[config.mk]
export PLATFORM = sky130hd
export DESIGN_NAME = clustering_mode_sequencer
export DESIGN_NICKNAME = d
export VERILOG_FILES = /design/src/cms_pkg.sv /design/src/clustering_mode_sequencer.sv
export SDC_FILE = /design/constraint.sdc
export NUM_CORES = 1
export LEC_CHECK = 0
export ABC_CLOCK_PERIOD_IN_PS = 4300
export BUFFER_PORTS_ARGS = -buffer_cell sky130_fd_sc_hd__buf_2
export CORE_UTILIZATION = 40
export CTS_CLUSTER_SIZE = 10
export DETAILED_ROUTE_END_ITERATION = 8
export GPL_TIMING_DRIVEN = 0
export PLACE_DENSITY = 0.55
export SYNTH_ARGS = -nofsm -noshare
export SYNTH_HDL_FRONTEND = slang
export SYNTH_SLANG_ARGS = --single-unit
[constraint.sdc]
create_clock -name i_clk -period 4.3 [get_ports i_clk]
set_input_delay 0.645 -clock i_clk [delete_from_list [all_inputs] [get_ports i_clk]]
set_output_delay 0.645 -clock i_clk [all_outputs]
set_load 0.03 [all_outputs]
[src/cms_pkg.sv]
package cms_pkg;

    localparam int COUNT_WIDTH_DEF = 16;
    localparam int LABEL_WIDTH     = 16;
    localparam int TIME_WIDTH      = 16;
    localparam int CFG_WIDTH       = 8;
    localparam int MERGE_WIDTH     = 9;
    localparam int APB_DATA_WIDTH  = 32;
    localparam int APB_ADDR_WIDTH  = 3;

    localparam logic [TIME_WIDTH-1:0]  WARMUP_STEPS   = TIME_WIDTH'(20);
    localparam logic [LABEL_WIDTH-1:0] PEAK_MIN_LABEL = LABEL_WIDTH'(2);
    localparam logic [MERGE_WIDTH-1:0] MERGE_CNT_MAX  = '1;

    localparam int MERGE_GAP_MIN   = 1;
    localparam int MERGE_BUB_MIN   = 3;
    localparam int BUBBLE_GAP_MIN  = 2;
    localparam int BUBBLE_BUB_MIN  = 14;
    localparam int NURTURE_BUB_MAX = 5;

    typedef enum logic [1:0] {
        MODE_TYPICAL = 2'd0,
        MODE_BUBBLE  = 2'd1,
        MODE_MERGE   = 2'd2,
        MODE_NURTURE = 2'd3
    } t_mode;

    typedef enum logic {
        FUNC_SELECT = 1'b0,
        FUNC_REPORT = 1'b1
    } t_func;

    typedef enum logic {
        REG_DISCARD_COUNT     = 1'b0,
        REG_PARTITIONS_WANTED = 1'b1
    } t_reg;

endpackage

[src/clustering_mode_sequencer.sv]
// Channel   Handshake            Payload
// in        i_valid / o_ready    i_func, i_step_time, i_labels_after_bubbling,
//                                i_merge_stable, i_labels_changed
// out       o_valid / i_ready    o_chosen_mode, o_skip_work, o_finished,
//                                o_save_partition
// config    psel/penable/pwrite  paddr, pwdata, prdata, pready (always high)
//
// One item per cycle unless stalled: each item's result is computed in
// the accepting cycle and lands in the output register, visible on the
// next cycle. The output register is refilled in the cycle it is taken,
// so a stalled output only blocks input while its result waits.
// Synchronous active-low reset clears mode state, counters, config registers
// and output valid (partitions_wanted to 1, partition_changed to 1).
module clustering_mode_sequencer
    import cms_pkg::*;
#(
    parameter int COUNT_WIDTH = COUNT_WIDTH_DEF
) (
    input  logic                      i_clk,
    input  logic                      i_rst_n,
    input  logic                      i_valid,
    output logic                      o_ready,
    input  logic                      i_func,
    input  logic [TIME_WIDTH-1:0]     i_step_time,
    input  logic [LABEL_WIDTH-1:0]    i_labels_after_bubbling,
    input  logic                      i_merge_stable,
    input  logic                      i_labels_changed,
    output logic                      o_valid,
    input  logic                      i_ready,
    output logic [1:0]                o_chosen_mode,
    output logic                      o_skip_work,
    output logic                      o_finished,
    output logic                      o_save_partition,
    input  logic                      psel,
    input  logic                      penable,
    input  logic                      pwrite,
    input  logic [APB_ADDR_WIDTH-1:0] paddr,
    input  logic [APB_DATA_WIDTH-1:0] pwdata,
    output logic [APB_DATA_WIDTH-1:0] prdata,
    output logic                      pready
);

    localparam logic [COUNT_WIDTH-1:0] CNT_ONE = COUNT_WIDTH'(1);

    logic [CFG_WIDTH-1:0]   r_discard_count;
    logic [CFG_WIDTH-1:0]   r_partitions_wanted;
    t_mode                  r_mode,              n_mode;
    logic [COUNT_WIDTH-1:0] r_since_typical,     n_since_typical;
    logic [COUNT_WIDTH-1:0] r_since_bubble,      n_since_bubble;
    logic [COUNT_WIDTH-1:0] r_since_merge,       n_since_merge;
    logic                   r_merge_allowed,     n_merge_allowed;
    logic                   r_peak_seen,         n_peak_seen;
    logic                   r_after_peak,        n_after_peak;
    logic [LABEL_WIDTH-1:0] r_max_label,         n_max_label;
    logic [MERGE_WIDTH-1:0] r_stable_merges,     n_stable_merges;
    logic                   r_partition_changed, n_partition_changed;
    logic                   r_skip_pending,      n_skip_pending;
    logic                   n_save;
    logic                   r_out_valid;
    logic [1:0]             r_out_mode;
    logic                   r_out_skip;
    logic                   r_out_finished;
    logic                   r_out_save;

    logic                   in_accept;
    logic                   cfg_write;
    t_reg                   cfg_sel;
    t_mode                  sel_mode;
    logic [LABEL_WIDTH+3:0] max_x10;
    logic [LABEL_WIDTH+3:0] labels_x9;
    logic                   peak_hit;
    logic [MERGE_WIDTH:0]   finish_lhs;
    logic [MERGE_WIDTH:0]   finish_rhs;

    function automatic logic [COUNT_WIDTH-1:0] sat_inc(input logic [COUNT_WIDTH-1:0] v);
        sat_inc = (&v) ? v : v + CNT_ONE;
    endfunction

    assign pready    = 1'b1;
    assign cfg_write = psel && penable && pwrite && pready;
    assign cfg_sel   = t_reg'(paddr[2]);

    always_comb begin
        unique case (cfg_sel)
            REG_DISCARD_COUNT:     prdata = APB_DATA_WIDTH'(r_discard_count);
            REG_PARTITIONS_WANTED: prdata = APB_DATA_WIDTH'(r_partitions_wanted);
            default:               prdata = '0;
        endcase
    end

    assign o_ready   = !r_out_valid || i_ready;
    assign in_accept = i_valid && o_ready;

    always_comb begin
        sel_mode = MODE_TYPICAL;
        if (i_step_time >= WARMUP_STEPS) begin
            if (r_merge_allowed) begin
                if (r_since_merge > COUNT_WIDTH'(MERGE_GAP_MIN) &&
                    r_since_bubble > COUNT_WIDTH'(MERGE_BUB_MIN)) begin
                    sel_mode = MODE_MERGE;
                end
            end else if (r_since_merge > COUNT_WIDTH'(BUBBLE_GAP_MIN) &&
                         r_since_bubble > COUNT_WIDTH'(BUBBLE_BUB_MIN)) begin
                sel_mode = MODE_BUBBLE;
            end else if (r_since_merge > COUNT_WIDTH'(MERGE_GAP_MIN) &&
                         r_since_bubble < COUNT_WIDTH'(NURTURE_BUB_MAX)) begin
                sel_mode = MODE_NURTURE;
            end
        end
    end

    assign max_x10   = (LABEL_WIDTH+4)'(r_max_label) * (LABEL_WIDTH+4)'(10);
    assign labels_x9 = (LABEL_WIDTH+4)'(i_labels_after_bubbling) * (LABEL_WIDTH+4)'(9);
    assign peak_hit  = (i_labels_after_bubbling > PEAK_MIN_LABEL) && (max_x10 > labels_x9);

    always_comb begin
        n_mode              = r_mode;
        n_skip_pending      = r_skip_pending;
        n_since_typical     = r_since_typical;
        n_since_bubble      = r_since_bubble;
        n_since_merge       = r_since_merge;
        n_merge_allowed     = r_merge_allowed;
        n_peak_seen         = r_peak_seen;
        n_after_peak        = r_after_peak;
        n_max_label         = r_max_label;
        n_stable_merges     = r_stable_merges;
        n_partition_changed = r_partition_changed;
        n_save              = 1'b0;
        case (t_func'(i_func))
            FUNC_SELECT: begin
                n_mode         = sel_mode;
                n_skip_pending = (sel_mode == MODE_TYPICAL) && (r_since_typical == CNT_ONE) &&
                                 !r_partition_changed;
            end
            default: begin
                if (r_mode == MODE_TYPICAL && !r_skip_pending) begin
                    n_partition_changed = i_labels_changed;
                end
                n_since_typical = (r_mode == MODE_TYPICAL) ? CNT_ONE : sat_inc(r_since_typical);
                n_since_bubble  = (r_mode == MODE_BUBBLE)  ? CNT_ONE : sat_inc(r_since_bubble);
                n_since_merge   = (r_mode == MODE_MERGE)   ? CNT_ONE : sat_inc(r_since_merge);
                if (r_mode == MODE_BUBBLE) begin
                    if (!r_peak_seen) begin
                        n_peak_seen = peak_hit;
                        if (i_labels_after_bubbling > r_max_label) begin
                            n_max_label = i_labels_after_bubbling;
                        end
                    end
                    if (n_peak_seen) begin
                        if (r_after_peak) begin
                            n_after_peak    = 1'b0;
                            n_merge_allowed = 1'b1;
                        end else begin
                            n_after_peak = 1'b1;
                        end
                    end
                end else if (r_mode == MODE_MERGE) begin
                    n_peak_seen  = 1'b0;
                    n_after_peak = 1'b0;
                    n_max_label  = '0;
                    if (i_merge_stable) begin
                        n_merge_allowed = 1'b0;
                        if (r_stable_merges != MERGE_CNT_MAX) begin
                            n_stable_merges = r_stable_merges + MERGE_WIDTH'(1);
                        end
                        n_save = n_stable_merges >= MERGE_WIDTH'(r_discard_count);
                    end
                end
            end
        endcase
    end

    assign finish_lhs = (MERGE_WIDTH+1)'(n_stable_merges) + (MERGE_WIDTH+1)'(1);
    assign finish_rhs = (MERGE_WIDTH+1)'(r_partitions_wanted) +
                        (MERGE_WIDTH+1)'(r_discard_count);

    always_ff @(posedge i_clk) begin
        if (!i_rst_n) begin
            r_discard_count     <= '0;
            r_partitions_wanted <= CFG_WIDTH'(1);
        end else if (cfg_write) begin
            unique case (cfg_sel)
                REG_DISCARD_COUNT:     r_discard_count     <= pwdata[CFG_WIDTH-1:0];
                REG_PARTITIONS_WANTED: r_partitions_wanted <= pwdata[CFG_WIDTH-1:0];
                default:               r_discard_count     <= r_discard_count;
            endcase
        end
    end

    always_ff @(posedge i_clk) begin
        if (!i_rst_n) begin
            r_mode              <= MODE_TYPICAL;
            r_skip_pending      <= 1'b0;
            r_since_typical     <= '0;
            r_since_bubble      <= '0;
            r_since_merge       <= '0;
            r_merge_allowed     <= 1'b0;
            r_peak_seen         <= 1'b0;
            r_after_peak        <= 1'b0;
            r_max_label         <= '0;
            r_stable_merges     <= '0;
            r_partition_changed <= 1'b1;
        end else if (in_accept) begin
            r_mode              <= n_mode;
            r_skip_pending      <= n_skip_pending;
            r_since_typical     <= n_since_typical;
            r_since_bubble      <= n_since_bubble;
            r_since_merge       <= n_since_merge;
            r_merge_allowed     <= n_merge_allowed;
            r_peak_seen         <= n_peak_seen;
            r_after_peak        <= n_after_peak;
            r_max_label         <= n_max_label;
            r_stable_merges     <= n_stable_merges;
            r_partition_changed <= n_partition_changed;
        end
    end

    always_ff @(posedge i_clk) begin
        if (!i_rst_n) begin
            r_out_valid <= 1'b0;
        end else if (in_accept) begin
            r_out_valid <= 1'b1;
        end else if (i_ready) begin
            r_out_valid <= 1'b0;
        end
    end

    always_ff @(posedge i_clk) begin
        if (in_accept) begin
            r_out_mode     <= n_mode;
            r_out_skip     <= n_skip_pending;
            r_out_finished <= finish_lhs >= finish_rhs;
            r_out_save     <= n_save;
        end
    end

    assign o_valid          = r_out_valid;
    assign o_chosen_mode    = r_out_mode;
    assign o_skip_work      = r_out_skip;
    assign o_finished       = r_out_finished;
    assign o_save_partition = r_out_save;

    a_save_only_merge: assert property (@(posedge i_clk) disable iff (!i_rst_n)
        o_valid && o_save_partition |-> o_chosen_mode == MODE_MERGE)
        else $error("save flagged outside merge mode");

    a_skip_only_typical: assert property (@(posedge i_clk) disable iff (!i_rst_n)
        o_valid && o_skip_work |-> o_chosen_mode == MODE_TYPICAL)
        else $error("skip flagged outside typical mode");

    a_merges_monotonic: assert property (@(posedge i_clk) disable iff (!i_rst_n)
        $past(i_rst_n) |-> r_stable_merges >= $past(r_stable_merges))
        else $error("stable merge count decreased");

    a_merge_enable_source: assert property (@(posedge i_clk) disable iff (!i_rst_n)
        $past(i_rst_n) && $rose(r_merge_allowed) |->
            $past(in_accept && i_func && r_mode == MODE_BUBBLE))
        else $error("merge permission set outside bubble report");

endmodule
Word-level counts from Yosys, hierarchy flattened

Index checks and enable logic that the tools add are counted.

Register bits after elaboration: 102
Input port bits: 77
Output and inout bits: 40
Word-level logic and storage cells: 127

$add $sub $neg: 6
Multipliers: 2
Magnitude comparators: 11
Equality and inequality tests: 11
Muxes and demuxes: 42
Bitwise logic cells: 4
Reductions and logical operators: 33

Operators with widths:

| kind                  | number |
|---|---|
| $mux 16               | 10 |
| $mux 9                | 9 |
| $pmux 32 s2           | 1 |
| $add 16x1->16 const B | 3 |
| $gt 16x2->1 const B   | 3 |
| $reduce_and 16->1     | 3 |
| $gt 20x20->1          | 1 |
| $mul 16x4->20 const B | 1 |
| $mul 16x3->19 const B | 1 |
| $eq 16x1->1 const B   | 1 |
| $ge 16x5->1 const B   | 1 |
| $gt 16x1->1 const B   | 1 |
| $gt 16x16->1          | 1 |
| $gt 16x4->1 const B   | 1 |
| $lt 16x3->1 const B   | 1 |
| $mux 1                | 16 |
| $reduce_and 3->1      | 5 |
| $mux 2                | 6 |
| $add 9x1->10 const B  | 1 |
| $ge 10x9->1           | 1 |
| $logic_and 1x1->1     | 10 |
| $ne 2x2->1 const B    | 5 |
| $add 8x8->9           | 1 |
| $add 9x1->9 const B   | 1 |
| other kinds (15)      | 25 |

Longest topological paths before layout

Word-level depth: 12
Gate-level depth with buffers: 19
Gate-level depth less buffers: 19

Least setup slack after synthesis

Ideal clock, no wire load.

Path kind: input port to flip-flop
From: input port i_labels_after_bubbling[1]
To: register r_after_peak
Data arrival time: 3.901 ns
Data required time: 4.208 ns
Slack: 0.307 ns
Stages on the path: 18
Buffers on the path: 0
Cell sequence: ha_1 > ha_1 > fa_1 > a211oi_1 > o21ai_0 > nand3_1 > a31oi_1 > a21oi_1 > nor2b_1 > xnor2_1 > ha_1 > nand4_1 > nor4_1 > nand3_1 > a21oi_1 > a31oi_1 > o2111a_1 > nor4_1

Longest elaborated chain between the ends: 8
Elaborated cells on any way between the ends: 9
Those cells by class: mul (1); order compare (2); eq/ne (1); mux (3); reduce/logical (2)

Ends and longest elaborated chain:

| element                               | line                             | RTL |
|---|---|---|
| start, declared                       | clustering_mode_sequencer.sv:25  | `input logic [LABEL_WIDTH-1:0] i_labels_after_bubbling,` |
| $mul 16x4->20                         | clustering_mode_sequencer.sv:113 | `assign labels_x9 = (LABEL_WIDTH+4)'(i_labels_after_bubbling) * (LABEL_WIDTH+4)'(9);` |
| $gt 20x20->1                          | clustering_mode_sequencer.sv:114 | `assign peak_hit = (i_labels_after_bubbling > PEAK_MIN_LABEL) && (max_x10 > labels_x9);` |
| $logic_and 1x1->1 (*)                 | clustering_mode_sequencer.sv:114 |  |
| $mux 1 (*)                            | clustering_mode_sequencer.sv:143 | `if (!r_peak_seen) begin` |
| $mux 1 (*)                            | clustering_mode_sequencer.sv:142 | `if (r_mode == MODE_BUBBLE) begin` |
| $mux 1 (*)                            | clustering_mode_sequencer.sv:129 | `case (t_func'(i_func))` |
| $ne 2x1->1 (no source line) (*)       | --                               |  |
| $reduce_and 4->1 (no source line) (*) | --                               |  |
| end signal, assigned                  | clustering_mode_sequencer.sv:211 | `r_after_peak <= n_after_peak;` |
| end, declared                         | clustering_mode_sequencer.sv:53  | `logic r_after_peak, n_after_peak;` |

Every way passes the cells marked *; elsewhere a longest branch is shown, timed or not. The select of a mux whose other input is x is not followed.
A chain may end at the register's enable or synchronous reset.

Worst setup path in the final report

From: register r_max_label[3]
To: register r_after_peak

Longest elaborated chain between the ends: 8

Ends and longest elaborated chain:

| element                           | line                             | RTL |
|---|---|---|
| start, declared                   | clustering_mode_sequencer.sv:54  | `logic [LABEL_WIDTH-1:0] r_max_label, n_max_label;` |
| start signal, assigned            | clustering_mode_sequencer.sv:212 | `r_max_label <= n_max_label;` |
| $mul 16x3->19                     | clustering_mode_sequencer.sv:112 | `assign max_x10 = (LABEL_WIDTH+4)'(r_max_label) * (LABEL_WIDTH+4)'(10);` |
| $gt 20x20->1                      | clustering_mode_sequencer.sv:114 |  |
| $logic_and 1x1->1                 | clustering_mode_sequencer.sv:114 |  |
| $mux 1                            | clustering_mode_sequencer.sv:143 |  |
| $mux 1                            | clustering_mode_sequencer.sv:142 |  |
| $mux 1                            | clustering_mode_sequencer.sv:129 |  |
| $ne 2x1->1 (no source line)       | --                               |  |
| $reduce_and 4->1 (no source line) | --                               |  |

Every way passes these cells. The select of a mux whose other input is x is not followed.

==> metrics.cfg <==
[timing]
timing_hold_violations_final=0
fin_ws_ns=0.253
tightest_slew_ns=0.904
setup_tns_ns=0
post-route-period-util_pct=94.1
hold_slack_ns=0.487
finalSetupViolations=0
fin_skew_ns=0.0106
fmax_mhz=247
slew_headroom_pct=39.2
post-route-min-period_ns=4.05
slew_violations=0

[min_path]
min_path_type=register to register

[power]
clkPwrFrac_pct=36.8
power_density_nw_per_um2=228
p_switching_mw=0.642
p_leak_nw=4.27
combPwrFrac_pct=19.3
swShare_pct=28.9
power.internal_mw=1.58
pwr-share-seq_pct=43.8
ir_drop_v=0.000160

[clock_tree]
clk_latency_ns=0.35
hold_buffers=0
cts_buffers=9
cts_tree=done
cts_root_buffer=clkbuf_16
cts_sinks=102
clock_path_buffers=2
htreeDepth=3
cts.clk_slew.worst_paths_ns=0.08

[die]
core-area_um2=20400
dieArea_um2=21700
io_pins=117
dieHeight_um=147
initial_core_util_pct=41.3
num_rows=52
die_x_um=147

[synth]
ys_dominant_reg_cell=dfxtp_1
yosysTopAreaCell=dfxtp_1
avgSynthCellArea_um2=8.06
syn_area_um2=8430
ys_types=65
yosysSeqAreaShare_pct=24.8
synth.top_cell.area_share_pct=23.0
ys_async_sr_fraction_pct=0
yosysMostFrequentCell=ha_1
synth_common_cells=ha_1 (128), nand2_1 (117), dfxtp_1 (97)
syn-instance-count=1046
synth_warnings=0
synth-edff-count=5
synth.area.top_cells=dfxtp_1 (23%), ha_1 (19%), nand2_1 (5.2%)
ys_seq_elements=102

[route]
wl_per_cell_um=14.4
drt_iter0_drc=294
avgViaCountPerCell=5.16
ant_nets=0
wl_mm=20.4
drc=0
first_pass_iters=4
vias=7331

[placement]
dp_hpwl_mm=15.8
pre_cts_ws_ns=-0.733
place.gp.congestion=0.807
postPlaceCellArea_um2=9150
port_buffers=60

[flow_run]
drv_cap=0

[global_route]
overflow=0
grt_pass1_wl_mm=33.7
grt_util_all_layers_pct=19.3
grt_antenna_before_repair=0
grt_max_degree=17
grt_pass1_vias=6799

[final_layout]
utilization_pct=47.6
drive_gt1_share_pct=14.2
syn2layout_area_growth_pct=15.5
fin_area_um2=9730
num-nets-final=1355
diodes=0

[worst_setup_path]
cp_top_family=compound AO/OA/AOI/OAI gates
crit_type=register to register
r2r_slack_ns=0.25
start_kind=register
crit_top_cell=ha_1
worstPathCellList=ha_1, ha_1, nor2b_2, o31a_1, o21bai_2, a31oi_2, a21o_1, a21oi_2, xnor2_1, ha_1, nand4_1, nor4_4, nand2_1, a31oi_4, a21oi_2, nor4_2
cp_data_arrival_time_ns=4.31
cp-end-kind=register
crit_required_ns=4.57
cpPeakStageDelay_ns=0.37
path_max_fanout=4
cp_slowest_cell=dfxtp_4
path_buf_inv=0

[status]
status=finished clean

-- layer usage --
layer	share of wire, %	GRT usage (%)	vias up	routed length, um
met5	0	0	-	0
met3	2.6	3.07	12	525
met4	1.1	3.61	0	216
met1	51	27.0	3378	10500
li1	-	-	3858	-
met2	45	31.2	83	9190
-- stage by stage --
step,power [mW],std cells
3_5_place_dp,1.40,1399
3_3_place_gp,1.39,1399
5_1_grt,2.34,1422
4_1_cts,2.22,1415
6_report,2.22,1422
2_1_floorplan,1.28,1069
-- registers in the layout, indices dropped and copies added (netlist names) --
| name | cells |
|---|---|
| r_mode | 2 |
| o_valid | 1 |
| o_skip_work | 1 |
| r_partitions_wanted | 8 |
| r_max_label | 16 |
| r_partition_changed | 1 |
| r_stable_merges | 9 |
| r_since_merge | 16 |
| o_chosen_mode | 2 |
| r_since_typical | 16 |
| r_since_bubble | 16 |
| o_finished | 1 |
| r_peak_seen | 1 |
| r_merge_allowed | 1 |
| o_save_partition | 1 |
| r_skip_pending | 1 |
| r_after_peak | 1 |
| r_discard_count | 8 |
-- tightest hold or removal path, delay by kind of cell (launching register included) --
family,cells,cell delay [ns]
AOI/OAI and AO/OA,1,0.05
DFF,1,0.33
and+or+nand+nor,1,0.06
-- placed cells by master, fill, tap and decap left out, types with 5 or more instances in the layout --
| cell type | n |
|---|---|
| conb_1 | 25 |
| dfxtp_1 | 90 |
| o21ai_0 | 47 |
| nor2b_1 | 9 |
| o21a_1 | 14 |
| or3_1 | 10 |
| mux2_2 | 6 |
| xnor2_1 | 42 |
| xor2_1 | 39 |
| dfxtp_2 | 6 |
| and2_1 | 6 |
| clkbuf_1 | 26 |
| o31a_1 | 5 |
| nor4_1 | 14 |
| buf_4 | 33 |
| a21oi_1 | 60 |
| and3_1 | 14 |
| nand2b_1 | 10 |
| nand3_1 | 45 |
| mux2i_1 | 16 |
| a211oi_1 | 5 |
| nor3_1 | 13 |
| ha_4 | 5 |
| a21o_1 | 19 |
| buf_2 | 64 |
| clkbuf_16 | 9 |
| nor2_1 | 89 |
| a21boi_0 | 10 |
| and4_1 | 7 |
| nand4_1 | 25 |
| edfxtp_1 | 5 |
| ha_1 | 122 |
| inv_1 | 56 |
| nand2_1 | 117 |
-- cells by family after synthesis --
family	synth area share, %
other	0.0891
adder cells (fa/ha/maj)	19.7
AO/OA/AOI/OAI	15.4
AND/OR/NAND/NOR	22.2
XOR/XNOR	8.42
multiplexers	2.70
flip-flops	24.8
buffers and inverters	6.65
-- path summary, 6_finish.rpt --
kind / startpoint / to / cells after the start
worst max-delay path: r_max_label[3] / r_after_peak / 16
worst min-delay path: r_discard_count[6] / r_discard_count[6] / 2
worst max register to register: r_max_label[3] / r_after_peak / 16
worst min register to register: r_discard_count[6] / r_discard_count[6] / 2
-- power by group through the flow --
stage | clock network (mW) | registers, mW | logic [mW]
2_1_floorplan | 0 | 1.00 | 0.280
3_3_place_gp | 0 | 0.996 | 0.396
3_5_place_dp | 0 | 0.997 | 0.399
4_1_cts | 0.842 | 0.974 | 0.407
5_1_grt | 0.881 | 0.975 | 0.480
6_report | 0.818 | 0.974 | 0.429
-- cell type report --
cell class                 instances  area [um2]
fill                            2083       10700
multi-input combinational        851        6090
sequential                       102        2100
timing repair buffer              67         353
buffer                            59         347
tap                              270         338
clock buffer                       9         225
inverter                          57         214
clock inverter                     7        63.8
-- what timing repair did --
item,CTS,global route
setup buffers,0,7
pin swaps,2,22
setup endpoints to repair,3,3
resized for setup,7,44
Power figures use the tool's default switching activity.
